`src/design/morse_key_letter_decoder_macros.svh`:
```
// ----------------------------------------------------------------------------
// Morse letter decoder assertion macros
// Shared concurrent assertion wrappers, clocked on clk, held off in reset.
// ----------------------------------------------------------------------------
`ifndef MORSE_KEY_LETTER_DECODER_MACROS_SVH
`define MORSE_KEY_LETTER_DECODER_MACROS_SVH

// property that must hold at every edge
`define MKLD_ASSERT(name, prop, msg) \
    name: assert property (@(posedge clk) disable iff (!rst_n) (prop)) else $error(msg);

// same-cycle implication
`define MKLD_ASSERT_IMPL(name, ante, cons, msg) \
    name: assert property (@(posedge clk) disable iff (!rst_n) (ante) |-> (cons)) \
        else $error(msg);

// next-cycle implication
`define MKLD_ASSERT_NEXT(name, ante, cons, msg) \
    name: assert property (@(posedge clk) disable iff (!rst_n) (ante) |=> (cons)) \
        else $error(msg);

`endif

```
`src/design/mkld_pkg.sv`:
```
// ----------------------------------------------------------------------------
// mkld_pkg
// Types, register map, symbol and letter codes of the Morse letter decoder.
// ----------------------------------------------------------------------------
`default_nettype none

package mkld_pkg;

    localparam int TICK_W    = 16;
    localparam int PAT_MAX_W = 16;   // two bits per symbol, up to eight symbols
    localparam int ADDR_W    = 4;
    localparam int DATA_W    = 32;

    typedef logic [TICK_W-1:0]    tick_t;
    typedef logic [1:0]           sym_t;
    typedef logic [PAT_MAX_W-1:0] pat_t;
    typedef logic [2:0]           letter_t;

    localparam tick_t TICK_MAX = 16'hFFFF;

    // register reset values
    localparam tick_t DASH_THR_RST  = 16'd400;
    localparam tick_t GAP_END_RST   = 16'd1500;
    localparam tick_t GAP_TOUT_RST  = 16'd3000;

    // register indexes (paddr[3:2])
    localparam logic [1:0] REG_DASH_THR = 2'd0;
    localparam logic [1:0] REG_GAP_END  = 2'd1;
    localparam logic [1:0] REG_GAP_TOUT = 2'd2;

    // symbol codes
    localparam sym_t SYM_NONE = 2'd0;
    localparam sym_t SYM_DOT  = 2'd1;
    localparam sym_t SYM_DASH = 2'd2;

    // letter codes
    localparam letter_t LTR_INVALID = 3'd0;
    localparam letter_t LTR_A       = 3'd1;
    localparam letter_t LTR_B       = 3'd2;
    localparam letter_t LTR_C       = 3'd3;
    localparam letter_t LTR_D       = 3'd4;
    localparam letter_t LTR_E       = 3'd5;
    localparam letter_t LTR_R       = 3'd6;
    localparam letter_t LTR_U       = 3'd7;

    // letter patterns, first symbol in the low bits
    localparam pat_t PAT_A = 16'd9;    // .-
    localparam pat_t PAT_B = 16'd86;   // -...
    localparam pat_t PAT_C = 16'd102;  // -.-.
    localparam pat_t PAT_D = 16'd22;   // -..
    localparam pat_t PAT_E = 16'd1;    // .
    localparam pat_t PAT_R = 16'd25;   // .-.
    localparam pat_t PAT_U = 16'd37;   // ..-

    typedef enum logic [1:0] {
        PH_WAIT  = 2'd0,
        PH_PRESS = 2'd1,
        PH_GAP   = 2'd2
    } phase_t;

    typedef struct packed {
        tick_t dash_threshold;
        tick_t gap_end_limit;
        tick_t gap_timeout;
    } cfg_t;

    typedef struct packed {
        letter_t     letter_code;
        logic [2:0]  symbol_count;
        logic [9:0]  symbol_pattern;
    } result_t;

    typedef struct packed {
        logic out_valid;
        logic skid_valid;
    } outq_status_t;

    function automatic letter_t letter_lookup(input pat_t pat);
        letter_t code;
        begin
            case (pat)
                PAT_A:   code = LTR_A;
                PAT_B:   code = LTR_B;
                PAT_C:   code = LTR_C;
                PAT_D:   code = LTR_D;
                PAT_E:   code = LTR_E;
                PAT_R:   code = LTR_R;
                PAT_U:   code = LTR_U;
                default: code = LTR_INVALID;
            endcase
            return code;
        end
    endfunction

endpackage

`default_nettype wire

```
`src/design/mkld_core.sv`:
```
// ----------------------------------------------------------------------------
// mkld_core
// Tick register, press/gap timing, symbol store and letter lookup.
// ----------------------------------------------------------------------------
`default_nettype none

module mkld_core #(
    parameter int MAX_SYMBOLS = 5
) (
    input  wire logic              clk,
    input  wire logic              rst_n,
    input  wire logic              in_accept,
    input  wire logic              key_down,
    input  wire mkld_pkg::cfg_t    cfg,
    output logic                   pipe_valid,
    output logic                   push,
    output mkld_pkg::result_t      push_data
);
    import mkld_pkg::*;

`include "morse_key_letter_decoder_macros.svh"

    localparam int CW = $clog2(MAX_SYMBOLS + 1);

    logic            pipe_valid_reg;
    logic            key_reg;
    phase_t          phase_reg, phase_next;
    tick_t           press_reg, press_next;
    tick_t           gap_reg, gap_next;
    logic [CW-1:0]   taken_reg, taken_next;
    sym_t            sym_reg  [MAX_SYMBOLS];
    sym_t            sym_next [MAX_SYMBOLS];

    logic            emit;
    logic            release_sym;
    sym_t            new_sym;
    tick_t           press_inc;
    tick_t           gap_inc;
    logic [CW-1:0]   cnt_up;
    logic [CW-1:0]   cnt_emit;
    pat_t            pat;

    always_ff @(posedge clk or negedge rst_n)
    begin
        if (!rst_n)
        begin
            pipe_valid_reg <= 1'b0;
            phase_reg      <= PH_WAIT;
            press_reg      <= '0;
            gap_reg        <= '0;
            taken_reg      <= '0;
        end
        else
        begin
            pipe_valid_reg <= in_accept;
            phase_reg      <= phase_next;
            press_reg      <= press_next;
            gap_reg        <= gap_next;
            taken_reg      <= taken_next;
        end
    end

    // payload: tick level and symbols (entries past the count are masked)
    always_ff @(posedge clk)
    begin
        if (in_accept)
        begin
            key_reg <= key_down;
        end
        for (int k = 0; k < MAX_SYMBOLS; k++)
        begin
            sym_reg[k] <= sym_next[k];
        end
    end

    always_comb
    begin
        phase_next  = phase_reg;
        press_next  = press_reg;
        gap_next    = gap_reg;
        taken_next  = taken_reg;
        emit        = 1'b0;
        release_sym = 1'b0;

        cnt_up    = taken_reg + CW'(1);
        new_sym   = (press_reg >= cfg.dash_threshold) ? SYM_DASH : SYM_DOT;
        press_inc = (press_reg == TICK_MAX) ? press_reg : press_reg + 16'd1;
        gap_inc   = (gap_reg == TICK_MAX) ? gap_reg : gap_reg + 16'd1;

        if (pipe_valid_reg)
        begin
            case (phase_reg)
                PH_PRESS:
                begin
                    if (key_reg)
                    begin
                        press_next = press_inc;
                    end
                    else
                    begin
                        release_sym = 1'b1;
                        taken_next  = cnt_up;
                        phase_next  = PH_WAIT;
                        if (cnt_up == CW'(MAX_SYMBOLS))
                        begin
                            emit = 1'b1;
                        end
                        else
                        begin
                            gap_next   = 16'd1;
                            phase_next = PH_GAP;
                            emit       = (16'd1 > cfg.gap_timeout);
                        end
                    end
                end
                PH_GAP:
                begin
                    if (key_reg)
                    begin
                        emit       = (gap_reg > cfg.gap_end_limit);
                        press_next = 16'd1;
                        phase_next = PH_PRESS;
                    end
                    else
                    begin
                        gap_next = gap_inc;
                        emit     = (gap_inc > cfg.gap_timeout);
                    end
                end
                default:
                begin
                    // waiting, and the unused phase code
                    if (key_reg)
                    begin
                        press_next = 16'd1;
                        phase_next = PH_PRESS;
                    end
                    else
                    begin
                        phase_next = PH_WAIT;
                    end
                end
            endcase

            // letter done: clear; a press that ended it keeps running
            if (emit)
            begin
                taken_next = '0;
                gap_next   = '0;
                if (phase_next != PH_PRESS)
                begin
                    phase_next = PH_WAIT;
                    press_next = '0;
                end
            end
        end
    end

    always_comb
    begin
        for (int k = 0; k < MAX_SYMBOLS; k++)
        begin
            sym_next[k] = sym_reg[k];
            if (release_sym && (taken_reg == CW'(k)))
            begin
                sym_next[k] = new_sym;
            end
        end
    end

    // pattern of the finished letter, including a symbol released this tick
    assign cnt_emit = release_sym ? cnt_up : taken_reg;

    always_comb
    begin
        pat = '0;
        for (int k = 0; k < MAX_SYMBOLS; k++)
        begin
            if (CW'(k) < cnt_emit)
            begin
                pat[2*k +: 2] = sym_next[k];
            end
        end
    end

    assign pipe_valid               = pipe_valid_reg;
    assign push                     = emit;
    assign push_data.letter_code    = letter_lookup(pat);
    assign push_data.symbol_count   = 3'(cnt_emit);
    assign push_data.symbol_pattern = pat[9:0];

    `MKLD_ASSERT_IMPL(a_press_nonzero, phase_reg == PH_PRESS, press_reg != '0,
        "press phase with zero press count")
    `MKLD_ASSERT(a_taken_bound, taken_reg < CW'(MAX_SYMBOLS),
        "symbol count reached the letter limit without a result")
    `MKLD_ASSERT_IMPL(a_wait_empty, phase_reg == PH_WAIT, taken_reg == '0,
        "idle phase holds stale symbols")

endmodule

`default_nettype wire

```
`src/design/mkld_outq.sv`:
```
// ----------------------------------------------------------------------------
// mkld_outq
// Result register with one skid entry behind it.
// ----------------------------------------------------------------------------
`default_nettype none

module mkld_outq (
    input  wire logic                   clk,
    input  wire logic                   rst_n,
    input  wire logic                   push,
    input  wire mkld_pkg::result_t      push_data,
    input  wire logic                   out_stall,
    output mkld_pkg::result_t           out_data,
    output mkld_pkg::outq_status_t      status
);
    import mkld_pkg::*;

`include "morse_key_letter_decoder_macros.svh"

    logic     out_valid_reg, out_valid_next;
    logic     skid_valid_reg, skid_valid_next;
    result_t  out_data_reg, out_data_next;
    result_t  skid_data_reg, skid_data_next;
    logic     pop;

    assign pop = out_valid_reg && !out_stall;

    always_comb
    begin
        out_valid_next  = out_valid_reg;
        out_data_next   = out_data_reg;
        skid_valid_next = skid_valid_reg;
        skid_data_next  = skid_data_reg;
        if (!out_valid_reg || pop)
        begin
            if (skid_valid_reg)
            begin
                out_valid_next  = 1'b1;
                out_data_next   = skid_data_reg;
                skid_valid_next = push;
                skid_data_next  = push_data;
            end
            else
            begin
                out_valid_next = push;
                out_data_next  = push_data;
            end
        end
        else if (push)
        begin
            skid_valid_next = 1'b1;
            skid_data_next  = push_data;
        end
    end

    always_ff @(posedge clk or negedge rst_n)
    begin
        if (!rst_n)
        begin
            out_valid_reg  <= 1'b0;
            skid_valid_reg <= 1'b0;
        end
        else
        begin
            out_valid_reg  <= out_valid_next;
            skid_valid_reg <= skid_valid_next;
        end
    end

    always_ff @(posedge clk)
    begin
        out_data_reg  <= out_data_next;
        skid_data_reg <= skid_data_next;
    end

    assign out_data          = out_data_reg;
    assign status.out_valid  = out_valid_reg;
    assign status.skid_valid = skid_valid_reg;

    `MKLD_ASSERT_IMPL(a_skid_behind_out, skid_valid_reg, out_valid_reg,
        "skid entry held with empty result register")
    `MKLD_ASSERT_IMPL(a_no_overflow, push, !skid_valid_reg,
        "result arrived with both entries full")
    `MKLD_ASSERT_NEXT(a_push_lands, push && !out_valid_reg, out_valid_reg,
        "result lost on an empty queue")

endmodule

`default_nettype wire

```
`src/design/morse_key_letter_decoder.sv`:
```
// ----------------------------------------------------------------------------
// morse_key_letter_decoder
// Times Morse key presses per millisecond tick and emits one decoded letter.
// ----------------------------------------------------------------------------
// One tick request per clock: every request carries the key level for one
// millisecond, and a new one is taken in every cycle as long as in_stall is
// low. The tick goes into an input register, the timing and decode logic
// updates the letter state from there, and a finished letter lands in the
// result register. A skid entry behind the result register lets ticks keep
// flowing while a result waits; in_stall rises only once that entry is taken,
// or while the result register is full with a tick still in flight.
// ----------------------------------------------------------------------------
`default_nettype none

module morse_key_letter_decoder #(
    parameter int MAX_SYMBOLS = 5    // symbols per letter, 1 to 5 (symbol_pattern holds five)
) (
    input  wire logic                       clk,
    input  wire logic                       rst_n,
    // tick requests
    input  wire logic                       in_valid,
    output logic                            in_stall,
    input  wire logic                       key_down,
    // letter results
    output logic                            out_valid,
    input  wire logic                       out_stall,
    output logic [2:0]                      letter_code,
    output logic [2:0]                      symbol_count,
    output logic [9:0]                      symbol_pattern,
    // register port
    input  wire logic                       psel,
    input  wire logic                       penable,
    input  wire logic                       pwrite,
    input  wire logic [mkld_pkg::ADDR_W-1:0] paddr,
    input  wire logic [mkld_pkg::DATA_W-1:0] pwdata,
    output logic [mkld_pkg::DATA_W-1:0]      prdata,
    output logic                            pready
);
    import mkld_pkg::*;

    // register file
    tick_t         dash_thr_reg;
    tick_t         gap_end_reg;
    tick_t         gap_tout_reg;
    logic          cfg_wr;
    logic [1:0]    reg_idx;
    cfg_t          cfg;

    logic          in_accept;
    logic          core_busy;
    logic          push;
    result_t       push_data;
    result_t       out_data;
    outq_status_t  q_status;

    assign pready  = 1'b1;
    assign reg_idx = paddr[3:2];
    assign cfg_wr  = psel && penable && pwrite && pready;

    always_ff @(posedge clk or negedge rst_n)
    begin
        if (!rst_n)
        begin
            dash_thr_reg <= DASH_THR_RST;
            gap_end_reg  <= GAP_END_RST;
            gap_tout_reg <= GAP_TOUT_RST;
        end
        else if (cfg_wr)
        begin
            case (reg_idx)
                REG_DASH_THR: dash_thr_reg <= pwdata[TICK_W-1:0];
                REG_GAP_END:  gap_end_reg  <= pwdata[TICK_W-1:0];
                REG_GAP_TOUT: gap_tout_reg <= pwdata[TICK_W-1:0];
                default:      ;   // unmapped: write dropped
            endcase
        end
    end

    always_comb
    begin
        case (reg_idx)
            REG_DASH_THR: prdata = {{(DATA_W-TICK_W){1'b0}}, dash_thr_reg};
            REG_GAP_END:  prdata = {{(DATA_W-TICK_W){1'b0}}, gap_end_reg};
            REG_GAP_TOUT: prdata = {{(DATA_W-TICK_W){1'b0}}, gap_tout_reg};
            default:      prdata = '0;
        endcase
    end

    assign cfg.dash_threshold = dash_thr_reg;
    assign cfg.gap_end_limit  = gap_end_reg;
    assign cfg.gap_timeout    = gap_tout_reg;

    // Each tick yields at most one result. Stall only when the queue could not
    // absorb the tick in flight plus this one: skid full, or result register
    // full while the input register holds a tick.
    assign in_stall  = q_status.skid_valid || (q_status.out_valid && core_busy);
    assign in_accept = in_valid && !in_stall;

    mkld_core #(
        .MAX_SYMBOLS (MAX_SYMBOLS)
    ) u_core (
        .clk        (clk),
        .rst_n      (rst_n),
        .in_accept  (in_accept),
        .key_down   (key_down),
        .cfg        (cfg),
        .pipe_valid (core_busy),
        .push       (push),
        .push_data  (push_data)
    );

    mkld_outq u_outq (
        .clk       (clk),
        .rst_n     (rst_n),
        .push      (push),
        .push_data (push_data),
        .out_stall (out_stall),
        .out_data  (out_data),
        .status    (q_status)
    );

    assign out_valid      = q_status.out_valid;
    assign letter_code    = out_data.letter_code;
    assign symbol_count   = out_data.symbol_count;
    assign symbol_pattern = out_data.symbol_pattern;

endmodule

`default_nettype wire
```
`config.mk`:
```
export PLATFORM = sky130hd
export DESIGN_NAME = morse_key_letter_decoder
export DESIGN_NICKNAME = d
export VERILOG_FILES = /design/src/design/mkld_pkg.sv /design/src/design/mkld_core.sv /design/src/design/mkld_outq.sv /design/src/design/morse_key_letter_decoder.sv
export VERILOG_INCLUDE_DIRS = /design/src /design/src/design
export SDC_FILE = /design/constraint.sdc
export NUM_CORES = 1
export LEC_CHECK = 0
export ABC_AREA = 1
export BUFFER_PORTS_ARGS = -buffer_cell sky130_fd_sc_hd__buf_2
export CORE_MARGIN = 1.5
export CORE_UTILIZATION = 35
export CTS_CLUSTER_SIZE = 10
export DETAILED_ROUTE_END_ITERATION = 12
export GPL_ROUTABILITY_DRIVEN = 1
export PLACE_DENSITY_LB_ADDON = 0.25
export SETUP_SLACK_MARGIN = 0.4
export SYNTH_ARGS = -nofsm -noshare
export SYNTH_HDL_FRONTEND = slang
export SYNTH_HIERARCHICAL = 1
export SYNTH_SLANG_ARGS = --single-unit
export TNS_END_PERCENT = 10
```
`constraint.sdc`:
```
create_clock -name clk -period 3.5 [get_ports clk]
set_input_delay 0.175 -clock clk [delete_from_list [all_inputs] [get_ports clk]]
set_output_delay 0.175 -clock clk [all_outputs]
set_load 0.1 [all_outputs]
```
# Word level (Yosys, flattened, before mapping)
# Memory sizes are Yosys's and may differ from the RTL's.
# Cells that the tools add are included.
totals:
  reg_bits: 121
  mem_bits_rw: 10
  inputBits: 44
  output_inout_bits: 51
  word_cells: 134
  mem_count: 1
op_classes:
  n_addsub: 3
  n_lt_le_gt_ge: 9
  n_eq_ne: 24
  n_mux: 54
  reduce_logical: 26
mem_list:
  columns: ["memory", "words", "width", "read_ports", "rd_clocked_by_memory_dff", "wr", "line_no", "text"]
  rows:
  - ["u_core.sym_reg", 5, 2, 5, 0, 5, "mkld_core.sv:31", "sym_t sym_reg [MAX_SYMBOLS];"]
ops:
  columns: ["cell", "n"]
  rows:
  - ["16-bit two-way mux", 15]
  - ["16-bit case mux with 3 select lines", 1]
  - ["2-bit two-way mux", 17]
  - ["16-bit by 1-bit adder with 16-bit output (second input constant)", 2]
  - ["16-bit == test (second input constant)", 2]
  - ["16-bit > comparator", 2]
  - ["16-bit case mux with 2 select lines", 1]
  - ["3-bit case mux with 7 select lines", 1]
  - ["10-bit by 5-bit == test with 1-bit output (second input constant)", 2]
  - ["10-bit by 7-bit == test with 1-bit output (second input constant)", 2]
  - ["16-bit greater-or-equal comparator", 1]
  - ["1-bit by 16-bit > comparator with 1-bit output (first input constant)", 1]
  - ["1-bit two-way mux", 13]
  - ["3-bit two-way mux", 4]
  - ["10-bit by 1-bit == test with 1-bit output (second input constant)", 1]
  - ["10-bit by 4-bit == test with 1-bit output (second input constant)", 1]
  - ["10-bit by 6-bit == test with 1-bit output (second input constant)", 1]
  - ["1-bit logical AND", 10]
  - ["3-bit != test (second input constant)", 3]
  - ["2-bit AND reduction", 4]
  - ["3-bit by 2-bit == test with 1-bit output (second input constant)", 2]
  - ["3-bit == test (second input constant)", 2]
  - ["1-bit by 3-bit less-than comparator with 1-bit output (first input constant)", 2]
  - ["2-bit by 3-bit less-than comparator with 1-bit output (first input constant)", 2]
  - ["other kinds (17)", 24]

# Longest topological paths before layout
# Gate-level depths: netlist of run 1.
depth:
  ltp_word: 10
  depth_mapped: 22
  depth_no_buf: 22

# Cells and area by module
# Netlist of run 1, hierarchy kept.
by_module_without_submodules:
  columns: ["module", "n_inst", "cells_per_inst", "area_per_inst_um2"]
  rows:
  - ["mkld_core", 1, 715, 4700.8]
  - ["morse_key_letter_decoder", 1, 305, 2442.3]
  - ["mkld_outq", 1, 97, 1290.0]

# Worst setup path before layout of run 1
# Ideal clock, no wire load.
synth_timing:
  kind: "reg-to-reg"
  start: "register u_core.gap_reg[1]"
  end: "register u_outq/skid_data_reg[0] (netlist name) (enable)"
  setup_ns: 0.372
  arrival_time_ns: 3.151
  t_required_ns: 3.128
  path_slack_ns: -0.023
  path_stages_with_launch: 21
  path_buffers: 2
  period_less_slack_ns: 3.523
  cell_sequence: "dfrtp_1 ha_1 nand3_1 nor2_2 nand3_1 clkbuf_1 clkbuf_1 nand2_1 ha_1 nand2_1 o21ai_0 nand2_1 nand3_1 nand2_1 nand2_1 nand2_1 nand3_1 nand2_1 inv_1 nand2_1 nand2_1"
synth_via:
  elab_chain_cells: 9
synth_lines:
  columns: ["item", "line_no", "text"]
  rows:
  - ["from (decl)", "mkld_core.sv:29", "tick_t gap_reg, gap_next;"]
  - ["from (signal assigned)", "mkld_core.sv:58", "gap_reg <= gap_next;"]
  - ["16-bit by 1-bit adder with 16-bit output or 16-bit == test (tied branches)", "mkld_core.sv:88", "gap_inc = (gap_reg == TICK_MAX) ? gap_reg : gap_reg + 16'd1;"]
  - ["16-bit two-way mux", "mkld_core.sv:88", null]
  - ["16-bit > comparator", "mkld_core.sv:127", "emit = (gap_inc > cfg.gap_timeout);"]
  - ["1-bit two-way mux (*)", "mkld_core.sv:118", "if (key_reg)"]
  - ["1-bit case mux with 2 select lines (*)", "mkld_core.sv:92", "case (phase_reg)"]
  - ["1-bit two-way mux (*) (2 in a row)", "mkld_core.sv:90", "if (pipe_valid_reg)"]
  - ["named net push", "morse_key_letter_decoder.sv:51", "logic push;"]
  - ["2-bit nonzero test (no line) (*)", null, null]
  - ["2-bit AND reduction (no line) (*)", null, null]
  - ["to (signal assigned)", "mkld_outq.sv:73", "skid_data_reg <= skid_data_next;"]
  - ["to (decl)", "mkld_outq.sv:23", "result_t skid_data_reg, skid_data_next;"]
# The timed path passes the listed nets; every way through them passes the cells marked *. The select of a mux whose other input is x is not followed.
# A chain may end at the register's enable or synchronous reset.

# Final worst setup path of run 1
layout_timing:
  start: "register u_core.gap_reg[0]"
  end: "register u_outq/skid_data_reg[12] (netlist name) (enable)"
# The elaborated chain is that of the path after synthesis.

==> metrics.txt, run 1 <==
outcome=complete, no violations; TritonCTS Buffers=17; IO buf count=59; Worst setup EP type=flip-flop; # diodes=0; Pwr Density=618 nW/um^2; cell count after placement=1485; root buffer cell=clkbuf_16; via/cell ratio=4.75; register area=around 3400 um^2; CP delay by family, top=simple AND/OR/NAND/NOR gates; htree depth=4; Clock transition at path regs=approximately 60 ps; post-route ant nets=0; area of the multi-input gates=4410 um^2; CTS sink cnt=131; Slew Limit Fails=0; Post-synth top flop=dfrtp_1; CP arrival=3200 ps; Final #Nets=roughly 1300; Worst VDD drop=0.446 mV; max cap viols=0; CTS tree=yes; Routed wire per std cell=between 10 and 15 um; clk_lat worst skew=420 ps; maximum clock path buffer count=2; drt drc=0; Chip Width=158 um; Post-Syn Area=8430 um^2; delay of the slowest cell on the worst path=between 400 and 500 ps; final core utilization=42.7%; final instance area=10000 um^2; RSZ-0062 raised after global routing=yes; WP data required=3620 ps; synthesized flop and latch total=around 130; Fill cells=2454; via count=7352; Worst Setup SP=u_core/gap_reg[0]; Distinct cells, synth=51; Worst Max-Slew Pin Slew=903 ps; # rows=56; grt total ovfl=0; tightest hold margin=roughly 25 ps; ordered cell list for the critical path=ha_4 -> nand3_4 -> nor2_4 -> nand2_4 -> nor3_4 -> nand2_1 -> a32oi_2 -> ha_1 -> nand2_2 -> nor2_2 -> nand4_1 -> inv_1 -> a31oi_1 -> nand2_2 -> nand3_4 -> nand2_4 -> inv_4 -> nand2_8 -> nand2_8; fraction of registers with async set/reset=67.2%; Final Wtd Congestion=0.863; overall routing resource usage=a little under a fifth; DRT Pass-1 Iters=5; die area=25000 um^2; pin count of the biggest net entering global routing=57; initial antenna violation count=0; final setup TNS=0 ps; fin crit share=87.9%; register area share after synthesis=40.5%; kind of critical path=flip-flop to flip-flop; Yosys Warn Count=6; Crit-path slowest cell=dfrtp_1; DP HPWL=15900 um; Die Ht=between 150 and 200 um; Layout area overhead=19.2%; Detailed Route WL=22300 um; clock skew after layout=8.88 ps; # setup viols final=0; f_max=0.325 GHz; commonest non-fill, non-tap cells in the layout=nand2_1, inv_1, nand3_1, dfrtp_1, buf_2; relative slew slack=roughly two fifths; Mapped Cells=1117; share of layout cells above drive strength 1=between 10% and 20%; DR iter-0 viols=454; Mapped Avg Cell Area=about 7.5 um^2; Leakage=5.27 nW; first-pass GRT wire length=about 36000 um; Hold Path Class=primary input to flip-flop; HP Start=pwdata[0]; worst path bufs/invs=2; initial core utilization=35.8%; final std cells w/o fill=~1500; most common cell after layout, fill and taps aside=nand2_1; number of synthesized flops with an enable pin=33; Setup crit start kind=flip-flop; final hold viol count=0; post-layout minimum cycle time=3080 ps; IO Pins=between 90 and 100; vias in the first global route=7009; worst flop-to-flop path startpoint=u_core/gap_reg[0]; placement-stage cell area=9000 um^2; crit path max fanout=8; Core Footprint=about 24000 um^2; Reg2Reg Setup Slack=between 400 and 500 ps
==> stage by stage <==
stage,setup WS [ps],power (mW)
2_1_floorplan,427,3.88
3_3_place_gp,156,4.31
3_5_place_dp,93.9,4.34
4_1_cts,404,6.22
5_1_grt,228,6.58
6_report,423,6.21
==> final timing paths <==
kind,endpoint,cells after the start
max,u_outq/skid_data_reg[12],19
max in group asynchronous,gap_end_reg[10],3
min in group asynchronous,dash_thr_reg[2],2
max reg2reg,u_outq/skid_data_reg[12],19
min,gap_end_reg[0],3
min reg2reg,gap_end_reg[10],2
==> where the power goes <==
| part | internal (mW) | switching, mW | leakage (nW) |
|---|---|---|---|
| logic | 0.555 | 1.71 | 3.47 |
| clock network | 1.07 | 0.762 | 0.278 |
| registers | 1.90 | 0.215 | 1.53 |
| total | 3.53 | 2.68 | 5.27 |
==> cell families after synthesis <==
| family | after synthesis | synth area share [%] |
|---|---|---|
| buffers and inverters | 182 | 10.1 |
| DFF | 131 | 40.5 |
| and+or+nand+nor | 634 | 32.8 |
| AOI/OAI and AO/OA | 97 | 6.39 |
| adders and majority gates | 57 | 8.46 |
| other | 2 | 0.0891 |
| xor gates and xnor gates | 14 | 1.68 |
==> worst reg2reg max path: stages, from the launching register on <==
cell     delay (ps)
dfrtp_1         410
ha_4            170
nand3_4          60
nor2_4          170
nand2_4          90
nor3_4          210
nand2_1         110
a32oi_2         240
ha_1            280
nand2_2          80
nor2_2           40
nand4_1          60
inv_1            60
a31oi_1         190
nand2_2         100
nand3_4         110
nand2_4          90
inv_4           100
nand2_8          90
nand2_8         130
==> layout make-up <==
| type | count | area share (%) |
|---|---|---|
| timing repair buffer | 105 | 6.94 |
| multi-input combinational | 820 | 43.9 |
| clock buffer | 17 | 4.23 |
| sequential | 131 | 34.0 |
| inverter | 140 | 5.29 |
| tap | 319 | 3.97 |
| clock inverter | 15 | 1.67 |
==> Yosys cell counts, types with 7 or more instances <==
master | count | share of area, %
dfrtp_1 | 71 | 21
nor4_1 | 7 | 0.52
ha_1 | 57 | 8.5
a21oi_1 | 42 | 2.5
dfxtp_1 | 10 | 2.4
nor2_1 | 48 | 2.1
edfxtp_1 | 33 | 12
o21ai_0 | 36 | 2.1
nand3_1 | 99 | 5.9
inv_1 | 132 | 5.9
nand4_1 | 15 | 1.1
xor2_1 | 7 | 0.73
nand2_2 | 16 | 1.2
nand2_1 | 418 | 19
buf_4 | 25 | 2.2
dfstp_2 | 17 | 5.3
nor3_1 | 9 | 0.53
==> per-layer routing <==
layer	vias up	track usage, %	wire (um)
met2	176	31.2	10700
met5	-	0	0
met3	23	3.26	891
met1	3406	24.3	10300
li1	3747	-	-
met4	0	5.70	339
==> timing repair <==
action | 4_1_cts | 5_1_grt
hold buffers | 17 | 0
cloned | 1 | 0
hold endpoints to repair | 75 | 0
setup endpoints to repair | 51 | 55
setup buffers | 6 | 6
gates resized for setup | 21 | 26
pin swaps | 6 | 12
Note: power is estimated with default switching activity, not from simulation.
==> run 2: changes to the inputs <==
--- a/config.mk
+++ b/config.mk
@@ -6,7 +6,6 @@
 export SDC_FILE = /design/constraint.sdc
 export NUM_CORES = 1
 export LEC_CHECK = 0
-export ABC_AREA = 1
 export BUFFER_PORTS_ARGS = -buffer_cell sky130_fd_sc_hd__buf_2
 export CORE_MARGIN = 1.5
 export CORE_UTILIZATION = 35
==> metrics.txt, run 2 <==
outcome=finished, violations left; failing checks=setup timing; crit path max fanout=8 (unchanged); # setup viols final=52 (+52); most common cell after layout, fill and taps aside=buf_4; total power=6.97 mW (+12%); fraction of registers with async set/reset=67.2% (unchanged); Worst VDD drop=0.355 mV (-20%); initial core utilization=35.9% (+0.078 points); relative slew slack=31.9% (-7.8 points); DRT Pass-1 Iters=6 (+1); Die Ht=156 um (-1.4%); top sig layer=met4; CP arrival=4210 ps (+1010 ps); Leakage=4.86 nW (-7.9%); top-area cell type share of the netlist area=21.7% (+0.59 points); IO buf count=59 (unchanged); share of layout cells above drive strength 1=35.2% (+18 points); first-pass GRT wire length=35400 um (-1.1%); Mapped Cells=816 (-27%); Hold Path Class=primary input to flip-flop; DR iter-0 viols=441 (-2.9%); Yosys Warn Count=6 (unchanged); Slew Limit Fails=0 (unchanged); final core utilization=46.2% (+3.5 points); metal2 WL=10900 um (+1.7%); WP data required=3860 ps (+240 ps); number of synthesized flops with an enable pin=33 (unchanged); kind of critical path=flip-flop to flip-flop; overall routing resource usage=18.8% (+0.22 points); fin crit share=110% (+22 points); TritonCTS Buffers=17 (unchanged); Area contributors post-synth=dfrtp_1, edfxtp_1, ha_1, mux2_2, dfstp_2; drt drc=0 (unchanged); f_max=0.260 GHz (-20%); IO Pins=95 (unchanged); grt total ovfl=0 (unchanged); vias in the first global route=6491 (-7.4%); Layout area overhead=28.6%; synthesized flop and latch total=131 (unchanged); M1 WL=10700 um (+4.0%); CTS tree=yes; CTS sink cnt=131 (unchanged); Clock transition at path regs=60 ps (about the same); Reg2Reg Setup Slack=-350 ps (-770 ps); Mapped Avg Cell Area=10.1 um^2 (+33%); htree depth=4 (unchanged); Routed wire per std cell=17.7 um (+23%); die area=24400 um^2 (-2.7%); Distinct cells, synth=75 (+47%); wire length on met3=884 um (-0.79%); Final WS setup=-352 ps (-775 ps); Final Wtd Congestion=0.875 (+1.4%); clock skew after layout=11.4 ps (+2.50 ps); pin count of the biggest net entering global routing=77 (+35%); final hold viol count=0 (unchanged); post-layout minimum cycle time=3850 ps (+775 ps); final setup TNS=-12520 ps (-12520 ps); worst slack, placed=-353 ps (-447 ps); Worst Max-Slew Pin Slew=1020 ps (+118 ps); Setup crit start kind=flip-flop; Worst setup EP type=flip-flop; DP HPWL=15400 um (-3.2%); register area share after synthesis=41.6% (+1.1 points); Synth area leader=dfrtp_1; # rows=55 (-1.8%); clk_lat worst skew=430 ps (about the same); Final #Nets=1070 (-19%); commonest non-fill, non-tap cells in the layout=buf_4, nand2_1, dfrtp_1, inv_1, buf_2; via count=6864 (-6.6%); Chip Width=156 um (-1.4%); count leader, synth=nand2_1; max cap viols=0 (unchanged); post-route ant nets=0 (unchanged); top cells by count, synth=nand2_1, dfrtp_1, inv_1, ha_1, mux2_2; Detailed Route WL=23000 um (+3.2%); root buffer cell=clkbuf_16; maximum clock path buffer count=2 (unchanged); RSZ-0062 raised after global routing=yes; initial antenna violation count=0 (unchanged); Core Footprint=22800 um^2 (-3.0%); Pwr Density=661 nW/um^2 (+6.9%); Post-Syn Area=8200 um^2 (-2.7%); Post-synth top flop=dfrtp_1; via/cell ratio=5.30 (+12%); # diodes=0 (unchanged)
==> run 2: changes by cell type after synthesis, moves of 17 or more <==
cell     previous run  this run
nand2_1           418        75
nand3_1            99        25
inv_1             132        63
mux2_2              0        50
a31oi_1             1        23
mux2i_1             0        19
mux2_4              0        17
==> run 2: final cells by class <==
cell class | instances | area, um^2
multi-input combinational | 589 | 4690
inverter | 64 | 240
tap | 313 | 392
sequential | 131 | 3410
fill | 2188 | 12300
timing repair buffer | 166 | 1210
clock buffer | 18 | 429
clock inverter | 14 | 168
==> run 2: cell families after synthesis <==
| kind of cell | after synthesis | synth area share, % |
|---|---|---|
| other | 2 | 0.0916 |
| AO/OA/AOI/OAI | 171 | 13.6 |
| multiplexers | 86 | 12.3 |
| buffers and inverters | 112 | 6.90 |
| AND/OR/NAND/NOR | 248 | 15.8 |
| flip-flops | 131 | 41.6 |
| adder cells (fa/ha/maj) | 57 | 8.70 |
| XOR/XNOR | 9 | 0.961 |
==> run 2: repair_timing <==
item,4_1_cts,5_1_grt
resized for setup,33,53
hold buffers,9,0
pin swaps,35,23
gates cloned,2,1
endpoints found under the setup margin,63,66
buffers inserted,25,10
endpoints found under the hold margin,76,0
==> run 2: path summary, 6_finish.rpt <==
path / start / endpoint / depth (start not counted)
max in group asynchronous: rst_n / gap_end_reg[4] / 3
worst max register to register: u_core/gap_reg[6] / u_core/press_reg[3] / 14
worst min-delay path: pwdata[11] / gap_end_reg[11] / 2
worst max-delay path: u_core/gap_reg[6] / u_core/press_reg[3] / 14
worst min register to register: u_core/sym_reg[0][2] / u_core/sym_reg[0][2] / 2
min in group asynchronous: rst_n / u_core/press_reg[8] / 2
==> run 2: metal layers <==
layer	vias up	track usage, %
li1	3247	-
met1	3408	25.8
met2	181	29.9
met3	28	3.94
met4	0	5.31
met5	-	0
==> run 2: critical path: stages, from the launching register on <==
cell	delay, ps
dfrtp_1	350
nand4_1	180
nor4_4	330
nor2b_4	370
or3_4	220
xnor2_2	60
ha_1	320
a21oi_2	170
o21ai_1	110
a221o_1	380
o31a_1	360
o31a_1	380
buf_6	190
o31ai_2	210
o31a_1	170
==> run 2: stage by stage <==
stage,instance area [um^2],hold WS [ps],instances
after detailed placement,9150,361,1216
after global routing,10600,0.458,1295
final,10600,16.6,1295
after global placement,9150,354,1216
after floorplan,8320,-121,831
after CTS,10200,1.90,1284
==> run 2: power breakdown <==
group | switching, mW | total [mW] | internal (mW)
Combinational | 1.95 | 2.92 | 0.968
Sequential | 0.272 | 2.24 | 1.96
Clock | 0.749 | 1.82 | 1.07
==> run 3: changes to the inputs <==
--- a/config.mk
+++ b/config.mk
@@ -12,7 +12,7 @@
 export CTS_CLUSTER_SIZE = 10
 export DETAILED_ROUTE_END_ITERATION = 12
 export GPL_ROUTABILITY_DRIVEN = 1
-export PLACE_DENSITY_LB_ADDON = 0.25
+export PLACE_DENSITY = 0.6
 export SETUP_SLACK_MARGIN = 0.4
 export SYNTH_ARGS = -nofsm -noshare
 export SYNTH_HDL_FRONTEND = slang
==> metrics.txt, run 3 (same netlist as run 2, synthesis figures left out) <==
outcome=finished, violations left; failing checks=setup timing; placement-stage cell area=9100 um^2 (-0.52%); Reg2Reg Setup Slack=-210 ps (+140 ps); Worst Max-Slew Pin Slew=1030 ps (+5.01 ps); Pwr Density=667 nW/um^2 (+0.98%); CP arrival=4070 ps (-140 ps); via count=6487 (-5.5%); pin count of the biggest net entering global routing=67 (-13%); Fill cells=2216 (+1.3%); TritonCTS Buffers=17 (unchanged); htree depth=4 (unchanged); Leakage=4.59 nW (-5.6%); clock skew after layout=17.2 ps (+5.83 ps); sw frac=42.7% (+0.16 points); IO Pins=95 (unchanged); Die Ht=156 um (unchanged); final setup TNS=-6750 ps (+5770 ps); vias in the first global route=6066 (-6.5%); DP HPWL=15200 um (-1.3%); kind of critical path=flip-flop to flip-flop; Final #Nets=1029 (-3.8%); Core Footprint=22800 um^2 (unchanged); Slew Limit Fails=0 (unchanged); Comb power frac=41.4% (-0.4 points); critical path endpoint=u_core/gap_reg[13]; via/cell ratio=5.17 (-2.4%); post-route ant nets=0 (unchanged); initial core utilization=35.9% (unchanged); final instance area=9950 um^2 (-5.7%); maximum clock path buffer count=2 (unchanged); relative slew slack=31.6% (-0.33 points); Final WS setup=-213 ps (+139 ps); max cap viols=0 (unchanged); DRT Pass-1 Iters=5 (-1); final core utilization=43.6% (-2.6 points); f_max=0.269 GHz (+3.7%); Clock transition at path regs=70 ps (about the same); Routed wire per std cell=16.7 um (-6.0%); clk_lat worst skew=430 ps (about the same); Seq pwr share=33.5% (+1.4 points); post-layout minimum cycle time=3710 ps (-139 ps); final hold viol count=0 (unchanged); # rows=55 (unchanged); CTS sink cnt=131 (unchanged); crit path max fanout=15 (+7); Worst Setup SP=u_core/gap_reg[8]; worst r2r path cells=16 (+2); power share of the clock group=25.1% (-1.0 points); # setup viols final=46 (-12%); first-pass GRT wire length=33400 um (-5.6%); Worst VDD drop=0.464 mV (+31%); Detailed Route WL=20900 um (-9.0%); die area=24400 um^2 (unchanged); fin crit share=106% (-4.0 points); overall routing resource usage=17.7% (-1.1 points); RSZ-0062 raised after global routing=yes; DR iter-0 viols=404 (-8.4%); worst flop-to-flop path startpoint=u_core/gap_reg[8]; WP data required=3860 ps (about the same); commonest non-fill, non-tap cells in the layout=nand2_1, dfrtp_1, inv_1, buf_2; share of layout cells above drive strength 1=29.8% (-5.5 points); # diodes=0 (unchanged); CTS tree=yes; grt total ovfl=0 (unchanged); root buffer cell=clkbuf_16; Chip Width=156 um (unchanged); Hold Path Class=primary input to flip-flop; internal power=3.80 mW (-5.0%); initial antenna violation count=1 (+1); most common cell after layout, fill and taps aside=nand2_1; drt drc=0 (unchanged); worst r2r dst=u_core/gap_reg[13]; Worst setup EP type=flip-flop; IO buf count=59 (unchanged); Setup crit start kind=flip-flop; worst slack, placed=-276 ps (+76.7 ps); Layout area overhead=21.3%; Final Wtd Congestion=0.852 (-2.6%); Sw Pwr=2.84 mW (-4.4%)
-- run 3: cell types whose count changed in the layout (fill, tap and decap cells not counted), sizes merged --
cell	before	now
buf	157	117
bufinv	2	0
clkbuf	18	21
clkinv	3	6
dlygate4sd3	9	8
inv	71	67
mux2	68	67
o31a	5	6
-- run 3: cell type report --
class / count / area (um^2) / area share [%]
Clock inverter: 11 / 76.3 / 0.767
Inverter: 64 / 240 / 2.41
Timing Repair Buffer: 125 / 853 / 8.57
Sequential cell: 131 / 3410 / 34.3
Tap cell: 313 / 392 / 3.94
Multi-Input combinational cell: 589 / 4510 / 45.3
Clock buffer: 21 / 470 / 4.73
-- run 3: worst min path at each step --
stage / start / endpoint / slack (ps) / cells past startpoint
floorplan: rst_n / dash_thr_reg[0] / -120 / 0
global placement: key_down / u_core/key_reg / 350 / 1
detailed placement: rst_n / u_core/press_reg[10] / 350 / 1
CTS: out_stall / u_outq/out_valid_reg / 2 / 3
global route: pwdata[2] / dash_thr_reg[2] / 20 / 2
finish: out_stall / u_outq/out_valid_reg / 10 / 3
-- run 3: per-layer routing --
metal / wire length [um] / global-route usage (%)
met1: 10200 / 25.5
met2: 9400 / 27.0
met3: 911 / 2.72
met4: 355 / 6.12
met5: 0 / 0
-- run 3: metrics by stage --
| stage | hold WS (ps) | power (mW) | std cells |
|---|---|---|---|
| global route | 18.2 | 7.01 | 1254 |
| detailed placement | 354 | 4.91 | 1208 |
| CTS | 2.31 | 6.63 | 1253 |
| finish | 12.6 | 6.64 | 1254 |
| floorplan | -121 | 4.30 | 831 |
| global placement | 354 | 4.87 | 1208 |
-- run 3: power groups by stage --
stage	Sequential (mW)	Combinational (mW)	Clock [mW]
3_5_place_dp	2.25	2.66	0
2_1_floorplan	2.69	1.61	0
6_report	2.22	2.75	1.67
5_1_grt	2.27	2.98	1.76
4_1_cts	2.22	2.71	1.70
3_3_place_gp	2.24	2.64	0
-- run 3: repair_timing --
item / CTS / global route
hold endpoints to repair: 60 / 0
pin swaps: 23 / 11
gates resized for setup: 20 / 14
gates cloned: 2 / 0
hold buffers: 8 / 0
endpoints found under the setup margin: 59 / 61
setup buffers: 3 / 1
-- run 3: critical path, cell delays in order (launching register included) --
cell and delay [ps]:
dfrtp_1 350, nand4_1 170, nor4_4 340, nor2b_4 300, nor2_2 60, and3_4 180
xor2_2 150, ha_1 290, nand3_2 100, nor3_1 50, a221o_1 380, o31a_1 320
buf_6 160, o41ai_4 380, buf_12 190, a21o_1 90, a22o_1 100
